## src/rtl/tdtd_pkg.sv

```systemverilog
// ----------------------------------------------------------------------------
// tdtd_pkg
// types, field layout and register codes shared by the tap detector files
// ----------------------------------------------------------------------------
package tdtd_pkg;

  // event kinds carried on in_tuser
  localparam logic [1:0] CMD_DOWN = 2'd0;
  localparam logic [1:0] CMD_UP   = 2'd1;

  // register indexes, taken from paddr[4:3]
  localparam logic [1:0] REG_TAP_TIMEOUT  = 2'd0;
  localparam logic [1:0] REG_TAP_SLOP_SQ  = 2'd1;
  localparam logic [1:0] REG_DTAP_TIMEOUT = 2'd2;
  localparam logic [1:0] REG_DTAP_SLOP_SQ = 2'd3;

  localparam int CMD_W     = 2;
  localparam int IN_DATA_W = 104;
  localparam int OUT_DATA_W = 8;
  localparam int APB_ADDR_W = 5;
  localparam int APB_DATA_W = 64;

  // bit offsets inside in_tdata
  localparam int OFS_COUNT = 0;
  localparam int OFS_ID    = 4;
  localparam int OFS_PX    = 8;
  localparam int OFS_PY    = 24;
  localparam int OFS_ETIME = 40;
  localparam int OFS_DTIME = 72;

  // reset values
  localparam logic [31:0] RST_TAP_TIMEOUT  = 32'd180;
  localparam logic [32:0] RST_TAP_SLOP_SQ  = 33'd10240;
  localparam logic [31:0] RST_DTAP_TIMEOUT = 32'd300;
  localparam logic [32:0] RST_DTAP_SLOP_SQ = 33'd160000;
  localparam logic signed [15:0] CLEARED_POS = -16'sd100;

  typedef struct packed {
    logic [1:0]         cmd;
    logic [3:0]         pointer_count;
    logic [3:0]         pointer_id;
    logic signed [15:0] pos_x;
    logic signed [15:0] pos_y;
    logic [31:0]        event_time;
    logic [31:0]        down_time;
  } event_t;

  typedef struct packed {
    logic [3:0]         down_id;
    logic signed [15:0] down_px;
    logic signed [15:0] down_py;
    logic [31:0]        last_tap_stamp;
    logic signed [15:0] last_tap_px;
    logic signed [15:0] last_tap_py;
  } state_t;

  typedef struct packed {
    logic [31:0] tap_window;
    logic [32:0] tap_slop_sq;
    logic [31:0] dtap_timeout;
    logic [32:0] dtap_slop_sq;
  } cfg_t;

  typedef struct packed {
    logic double_tap_found;
    logic tap_found;
  } result_t;

endpackage

```

## src/rtl/tdtd_eval.sv

```systemverilog
// ----------------------------------------------------------------------------
// tdtd_eval
// judges one touch event against the gesture state and gives the next state
// ----------------------------------------------------------------------------
module tdtd_eval (
  input  tdtd_pkg::event_t  ev,
  input  tdtd_pkg::state_t  st,
  input  tdtd_pkg::cfg_t    cfg,
  output tdtd_pkg::result_t res,
  output tdtd_pkg::state_t  st_nxt
);
  import tdtd_pkg::*;

  logic        single;
  logic        is_down;
  logic        is_up;
  logic [15:0] ref_x;
  logic [15:0] ref_y;
  logic [31:0] ref_t;
  logic [31:0] t_lim;
  logic [32:0] slop;
  logic [31:0] dt;
  logic        time_ok;
  logic [16:0] dx;
  logic [16:0] dy;
  logic [16:0] dx_neg;
  logic [16:0] dy_neg;
  logic [15:0] adx;
  logic [15:0] ady;
  logic [31:0] sqx;
  logic [31:0] sqy;
  logic [32:0] dist_sum;
  logic        near;
  logic        dtap;
  logic        tap;

  assign single  = (ev.pointer_count == 4'd1);
  assign is_down = (ev.cmd == CMD_DOWN);
  assign is_up   = (ev.cmd == CMD_UP);

  // a down is checked against the last tap, an up against the recorded down
  assign ref_x = is_down ? st.last_tap_px    : st.down_px;
  assign ref_y = is_down ? st.last_tap_py    : st.down_py;
  assign ref_t = is_down ? st.last_tap_stamp : ev.down_time;
  assign t_lim = is_down ? cfg.dtap_timeout  : cfg.tap_window;
  assign slop  = is_down ? cfg.dtap_slop_sq  : cfg.tap_slop_sq;

  // wrapping time difference
  assign dt      = ev.event_time - ref_t;
  assign time_ok = (dt <= t_lim);

  assign dx     = {ev.pos_x[15], ev.pos_x} - {ref_x[15], ref_x};
  assign dy     = {ev.pos_y[15], ev.pos_y} - {ref_y[15], ref_y};
  assign dx_neg = 17'd0 - dx;
  assign dy_neg = 17'd0 - dy;
  // magnitude is at most 65535, so 16 bits hold it
  assign adx    = dx[16] ? dx_neg[15:0] : dx[15:0];
  assign ady    = dy[16] ? dy_neg[15:0] : dy[15:0];
  assign sqx    = {16'd0, adx} * {16'd0, adx};
  assign sqy    = {16'd0, ady} * {16'd0, ady};
  assign dist_sum = {1'b0, sqx} + {1'b0, sqy};
  assign near   = (dist_sum < slop);

  assign dtap = single && is_down && time_ok && near;
  assign tap  = single && is_up && time_ok && (ev.pointer_id == st.down_id) && near;

  assign res.tap_found        = tap;
  assign res.double_tap_found = dtap;

  always_comb begin
    st_nxt = st;
    if (single && is_down) begin
      st_nxt.down_id = ev.pointer_id;
      st_nxt.down_px = ev.pos_x;
      st_nxt.down_py = ev.pos_y;
    end
    if (dtap) begin
      st_nxt.last_tap_stamp = 32'd0;
      st_nxt.last_tap_px    = CLEARED_POS;
      st_nxt.last_tap_py    = CLEARED_POS;
    end
    if (tap) begin
      st_nxt.last_tap_stamp = ev.event_time;
      st_nxt.last_tap_px    = ev.pos_x;
      st_nxt.last_tap_py    = ev.pos_y;
    end
  end

endmodule

```

## src/rtl/tap_and_double_tap_detector.sv

```systemverilog
// ----------------------------------------------------------------------------
// tap_and_double_tap_detector
// Single-touch tap and double-tap detector. Each event transfer on the in_
// channel produces exactly one result transfer on the out_ channel carrying
// tap_found and double_tap_found. The block takes one event per clock while
// the result stream is not stalled: each event is held in the input register
// before its result lands in the output register, so the throughput is
// one event per cycle; the limit is the gesture state, which each event reads
// and rewrites as it advances. Events with more than one pointer leave
// the state alone and report nothing. Thresholds live in four registers on
// the APB port (byte addresses 0x00, 0x08, 0x10, 0x18); slop registers are
// squared pixel distances with the screen density already folded in. Change
// them only while no event is in flight.
// ----------------------------------------------------------------------------
module tap_and_double_tap_detector (
  input  logic                               clk,
  input  logic                               rst_n,
  // event stream
  input  logic                               in_tvalid,
  output logic                               in_tready,
  // pointer_count[3:0], pointer_id[7:4], pos_x[23:8], pos_y[39:24],
  // event_time[71:40], down_time[103:72]
  input  logic [tdtd_pkg::IN_DATA_W-1:0]     in_tdata,
  // command[1:0]
  input  logic [tdtd_pkg::CMD_W-1:0]         in_tuser,
  // result stream
  output logic                               out_tvalid,
  input  logic                               out_tready,
  // tap_found[0], double_tap_found[1], zero pad[7:2]
  output logic [tdtd_pkg::OUT_DATA_W-1:0]    out_tdata,
  // register port
  input  logic                               cfg_psel,
  input  logic                               cfg_penable,
  input  logic                               cfg_pwrite,
  input  logic [tdtd_pkg::APB_ADDR_W-1:0]    cfg_paddr,
  input  logic [tdtd_pkg::APB_DATA_W-1:0]    cfg_pwdata,
  output logic [tdtd_pkg::APB_DATA_W-1:0]    cfg_prdata,
  output logic                               cfg_pready
);
  import tdtd_pkg::*;

  // register file
  cfg_t        cfg_r;
  logic        cfg_wr;
  logic [1:0]  reg_idx;

  // pipeline
  logic        in_valid_r;
  event_t      in_evt_r;
  event_t      in_evt;
  logic        out_valid_r;
  result_t     out_res_r;
  logic        adv;
  logic        in_fire;

  // gesture state
  state_t      state_r;
  state_t      state_nxt;
  result_t     res_nxt;

  // ---------------- config port ----------------
  assign cfg_pready = 1'b1;
  assign cfg_wr     = cfg_psel && cfg_penable && cfg_pwrite && cfg_pready;
  assign reg_idx    = cfg_paddr[4:3];

  always_ff @(posedge clk) begin
    if (!rst_n) begin
      cfg_r.tap_window   <= RST_TAP_TIMEOUT;
      cfg_r.tap_slop_sq  <= RST_TAP_SLOP_SQ;
      cfg_r.dtap_timeout <= RST_DTAP_TIMEOUT;
      cfg_r.dtap_slop_sq <= RST_DTAP_SLOP_SQ;
    end else if (cfg_wr) begin
      unique case (reg_idx)
        REG_TAP_TIMEOUT:  cfg_r.tap_window   <= cfg_pwdata[31:0];
        REG_TAP_SLOP_SQ:  cfg_r.tap_slop_sq  <= cfg_pwdata[32:0];
        REG_DTAP_TIMEOUT: cfg_r.dtap_timeout <= cfg_pwdata[31:0];
        REG_DTAP_SLOP_SQ: cfg_r.dtap_slop_sq <= cfg_pwdata[32:0];
        default:          ;
      endcase
    end
  end

  // read back, zero extended
  always_comb begin
    unique case (reg_idx)
      REG_TAP_TIMEOUT:  cfg_prdata = {32'd0, cfg_r.tap_window};
      REG_TAP_SLOP_SQ:  cfg_prdata = {31'd0, cfg_r.tap_slop_sq};
      REG_DTAP_TIMEOUT: cfg_prdata = {32'd0, cfg_r.dtap_timeout};
      REG_DTAP_SLOP_SQ: cfg_prdata = {31'd0, cfg_r.dtap_slop_sq};
      default:          cfg_prdata = '0;
    endcase
  end

  // ---------------- input unpack ----------------
  always_comb begin
    in_evt.cmd           = in_tuser;
    in_evt.pointer_count = in_tdata[OFS_COUNT +: 4];
    in_evt.pointer_id    = in_tdata[OFS_ID    +: 4];
    in_evt.pos_x         = in_tdata[OFS_PX    +: 16];
    in_evt.pos_y         = in_tdata[OFS_PY    +: 16];
    in_evt.event_time    = in_tdata[OFS_ETIME +: 32];
    in_evt.down_time     = in_tdata[OFS_DTIME +: 32];
  end

  // ---------------- handshake ----------------
  // the held event moves on whenever the result register is free or draining
  assign adv       = in_valid_r && (!out_valid_r || out_tready);
  assign in_tready = !in_valid_r || adv;
  assign in_fire   = in_tvalid && in_tready;

  always_ff @(posedge clk) begin
    if (!rst_n) begin
      in_valid_r  <= 1'b0;
      out_valid_r <= 1'b0;
    end else begin
      if (in_fire) begin
        in_valid_r <= 1'b1;
      end else if (adv) begin
        in_valid_r <= 1'b0;
      end
      if (adv) begin
        out_valid_r <= 1'b1;
      end else if (out_tready) begin
        out_valid_r <= 1'b0;
      end
    end
  end

  // payload registers, no reset needed
  always_ff @(posedge clk) begin
    if (in_fire) begin
      in_evt_r <= in_evt;
    end
    if (adv) begin
      out_res_r <= res_nxt;
    end
  end

  // ---------------- decision logic ----------------
  tdtd_eval u_eval (
    .ev     (in_evt_r),
    .st     (state_r),
    .cfg    (cfg_r),
    .res    (res_nxt),
    .st_nxt (state_nxt)
  );

  // state commits together with the result, so the next event sees it
  always_ff @(posedge clk) begin
    if (!rst_n) begin
      state_r.down_id        <= 4'd0;
      state_r.down_px        <= 16'sd0;
      state_r.down_py        <= 16'sd0;
      state_r.last_tap_stamp <= 32'd0;
      state_r.last_tap_px    <= CLEARED_POS;
      state_r.last_tap_py    <= CLEARED_POS;
    end else if (adv) begin
      state_r <= state_nxt;
    end
  end

  assign out_tvalid = out_valid_r;
  assign out_tdata  = {6'd0, out_res_r.double_tap_found, out_res_r.tap_found};

  // ---------------- assertions ----------------
  // a double tap wipes the last-tap record
  a_dtap_clears: assert property (@(posedge clk) disable iff (!rst_n)
    adv && res_nxt.double_tap_found |=>
      state_r.last_tap_stamp == 32'd0 && state_r.last_tap_px == CLEARED_POS &&
      state_r.last_tap_py == CLEARED_POS)
    else $error("double tap did not clear last tap record");

  // a tap records the event time of that up
  a_tap_stamp: assert property (@(posedge clk) disable iff (!rst_n)
    adv && res_nxt.tap_found |=>
      state_r.last_tap_stamp == $past(in_evt_r.event_time))
    else $error("tap did not store its timestamp");

  // multi-pointer events leave the gesture state untouched
  a_multi_quiet: assert property (@(posedge clk) disable iff (!rst_n)
    adv && in_evt_r.pointer_count > 4'd1 |=>
      $stable(state_r) && !out_res_r.tap_found && !out_res_r.double_tap_found)
    else $error("multi-pointer event changed state or reported");

  // one event never reports both gestures
  a_exclusive: assert property (@(posedge clk) disable iff (!rst_n)
    out_valid_r |-> !(out_res_r.tap_found && out_res_r.double_tap_found))
    else $error("tap and double tap reported together");

endmodule

```

## config.mk

```make
export PLATFORM = sky130hd
export DESIGN_NAME = tap_and_double_tap_detector
export DESIGN_NICKNAME = d
export VERILOG_FILES = /design/src/rtl/tdtd_pkg.sv /design/src/rtl/tdtd_eval.sv /design/src/rtl/tap_and_double_tap_detector.sv
export SDC_FILE = /design/constraint.sdc
export NUM_CORES = 2
export LEC_CHECK = 0
export BUFFER_PORTS_ARGS = -buffer_cell sky130_fd_sc_hd__buf_2
export CAP_MARGIN = 20
export CORE_AREA = 2 2 292 294
export DETAILED_ROUTE_END_ITERATION = 10
export DIE_AREA = 0 0 294 296
export PLACE_DENSITY_LB_ADDON = 0.3
export SETUP_SLACK_MARGIN = 0.1
export SYNTH_ARGS = -nofsm -noshare
export SYNTH_HDL_FRONTEND = slang
export SYNTH_SLANG_ARGS = --single-unit
```

## constraint.sdc

```tcl
create_clock -name clk -period 19.81 [get_ports clk]
set_clock_uncertainty 0.15 [all_clocks]
set_input_delay 2.9715 -clock clk [delete_from_list [all_inputs] [get_ports clk]]
set_output_delay 2.9715 -clock clk [all_outputs]
set_load 0.01 [all_outputs]
```

==> summary.txt <==
Detailed routing
  • DR WL/cell: 17.5 µm
  • Met2 WL post-DR: between 30000 and 40000 µm
  • Vias per cell: 5.08
  • Drt pass-1 iters: 5
  • Post-route ant nets: 0
  • Met3 WL: roughly 4500 µm
  • Drt initial violations: roughly 1300
  • DRC: 0
  • Via Count: between 20000 and 25000
  • Total Routed Length: about 84000 µm
  • WL met1: roughly 37000 µm
  • Uppermost layer routed: met5

Critical path
  • CP required: 20.11 ns
  • Worst reg2reg path depth: 49
  • Crit end category: flop
  • Delay-heaviest family, CP: adder cells
  • Crit-path slowest cell: xor2_1
  • CP max FO: 43
  • Most used cell, CP: a21o_1
  • Worst Setup EP: state_r[4]
  • RR Endpoint: state_r[4]
  • Startpoint types: flop
  • Worst R2R Setup Slack: around 4.2 ns
  • Crit path kind: reg2reg
  • Reg2reg start: in_evt_r[104]
  • Worst Path Arrival: roughly 16 ns
  • CP max stage delay: between 0.8 and 0.9 ns
  • Buf/Inv on CP: 7
  • Critical path depth: 49
  • CP startpoint: in_evt_r[104]

Global route
  • First-pass GRT wire length: about 140000 µm
  • Initial antenna violation count: 16
  • Tot GR Track Use: between 10% and 20%
  • Largest net degree at the start of global routing: between 90 and 100
  • GRT overflow: 0
  • Vias in the first global route: 25055

Clock tree
  • CTS Buf Count: 36
  • CTS max path bufs: 3
  • Clock sinks: 340
  • Post-CTS Setup Inserts: 0
  • Root buffer cell: clkbuf_16
  • # hold bufs at CTS: 0
  • Clk slew on worst S/H paths: approximately 0.060 ns
  • CTS tree: done
  • Htree depth: 2
  • Post-CTS Resized: 0
  • Clock latency on the worst-skew pair: a little under 0.6 ns

Synth
  • Top_reg_cell synth: dfxtp_1
  • Largest area contributor in the netlist: fa_1
  • Synth warn: 0
  • Distinct cells, synth: 90
  • Post-Syn Area: approximately 33000 µm²
  • Post-synth top cells: inv_1 (566), nand2_1 (461), fa_1 (391), ha_1 (321), nor2_1 (259)
  • Post-Synthesis Cells: around 3600
  • Number of synthesized flops with an enable pin: about 110
  • Count leader, synth: inv_1
  • Seq cells post-synth: 340
  • Part of the Yosys area used for sequential elements: a little under a quarter
  • Avg Synthesized Cell Area: 9.40 µm²
  • Synth top area share: a little under a quarter
  • Top cells by area, synth: fa_1 (23%), dfxtp_1 (14%), ha_1 (12%), edfxtp_1 (9.7%), inv_1 (6.4%)
  • Ys async rst share: 0%

Floorplanning
  • Std-Cell Rows: 107
  • Die H: between 200 and 300 µm
  • Die ar.: between 80000 and 90000 µm²
  • Chip Width: around 290 µm
  • Core Area: 84200 µm²
  • # IOs: roughly 260
  • Starting Density: about two fifths

STA
  • Fmax: roughly 0.064 GHz
  • RSZ-0062 raised after global routing: no
  • Final Max Tran Viols: 0
  • Slew headroom: a little under a fifth
  • Min Hold Slack: approximately 0.3 ns
  • Hold Vio Cnt, Final: 0
  • Slew @ Worst Pin: 1.21 ns
  • Final setup vio count: 0
  • Final Cycle Share: between 70% and 80%
  • Setup_tns: 0 ns
  • Crit path time final: around 16 ns

Placed design
  • Detailed Place HPWL: between 60000 and 70000 µm
  • IO Port Bufs: 184
  • RePlAce Congestion: just under 0.9

Final layout
  • Fraction of layout cells with a size suffix above 1: 10.6%
  • Fill cells: slightly above 8000
  • NumNets Final: roughly 4600
  • Area growth syn-to-layout: 9.54%

Worst hold path
  • Type of the worst min-delay path: reg2reg

Outcome
  • Status: complete, no violations

Run
  • Max-capacitance violation count: 0
==> cells by family after synthesis <==
group	Yosys count	synth area share, %
simple gates	942	12.1
xor+xnor	114	3.18
mux	163	6.11
compound gates	536	10.6
flops	340	23.6
buf+inv	742	8.86
other cells	2	0.0225
fa+ha+maj	712	35.5
==> layout by cell type, fill, tap and decap left out, types with 13 or more instances in the layout <==
cell and n:
nand3_1 39, fa_1 391, buf_2 184, clkbuf_1 13, inv_1 566, dfxtp_1 232, nor2_1 258, nor2b_1 23
mux4_2 32, o21ai_0 52, xnor2_1 61, ha_1 321, o21a_1 19, a21oi_1 232, nand4_1 13, conb_1 38
nand2b_1 35, nand2_1 460, a21o_1 68, or2_2 26, clkbuf_16 37, xor2_1 40, buf_4 37, mux2i_1 126
a22o_1 41, edfxtp_1 108, nor3_1 31, o22a_1 24
==> area by class of cell <==
class / instances / area [µm²] / area share, %
diodes: 3 / 7.51 / 0.0205
clock buffers: 54 / 1030 / 2.82
clock inverters: 12 / 135 / 0.370
inverters: 578 / 2170 / 5.94
multi-input cells: 2505 / 22700 / 62.2
flip-flops and latches: 340 / 7890 / 21.6
well taps: 1090 / 1360 / 3.73
repair buffers: 222 / 1220 / 3.33
==> sequential cells by signal, summed over array words and instances (netlist names) <==
| name | flops |
|---|---|
| in_evt_r | 106 |
| out_tvalid | 1 |
| in_valid_r | 1 |
| cfg_r | 130 |
| out_tdata | 2 |
| state_r | 100 |
==> stage by stage <==
step	setup slack [ns]	instances	utilization (%)	area, µm²
6_report	4.23	4804	43.4	36500
5_1_grt	3.29	4801	43.4	36500
4_1_cts	4.08	4801	43.4	36500
3_5_place_dp	4.16	4735	42.0	35400
3_3_place_gp	4.22	4735	42.0	35400
2_1_floorplan	6.62	3587	-	33500
==> per-layer routing <==
| layer | vias to the layer above | GRT usage, % |
|---|---|---|
| met2 | 544 | 33.8 |
| met1 | 11954 | 26.1 |
| met3 | 121 | 3.18 |
| met5 | - | 0 |
| met4 | 28 | 4.62 |
| li1 | 11773 | - |
==> worst reg2reg max path, delay by kind of cell, from the launching register on <==
kind / cells / cell delay (ns)
multiplexers: 1 / 0.28
buffers and inverters: 7 / 1.24
AND/OR/NAND/NOR: 6 / 2.09
XOR/XNOR: 2 / 1.02
adder cells (fa/ha/maj): 11 / 5.11
AO/OA/AOI/OAI: 22 / 5.02
flip-flops: 1 / 0.52
==> worst min-delay path by stage <==
| stage | startpoint | endpoint | slack (ns) | cells past startpoint |
|---|---|---|---|---|
| final | state_r[75] | state_r[75] | 0.31 | 2 |
| after global routing | state_r[92] | state_r[92] | 0.32 | 2 |
| after CTS | state_r[94] | state_r[94] | 0.30 | 2 |
| after detailed placement | state_r[92] | state_r[92] | 0.30 | 2 |
| after global placement | state_r[92] | state_r[92] | 0.29 | 2 |
| after floorplan | state_r[64] | state_r[64] | 0.28 | 2 |
Power is left out: the tool's default activity adds up to more than one toggle a clock period on the data nets, which glitch-free logic cannot reach.
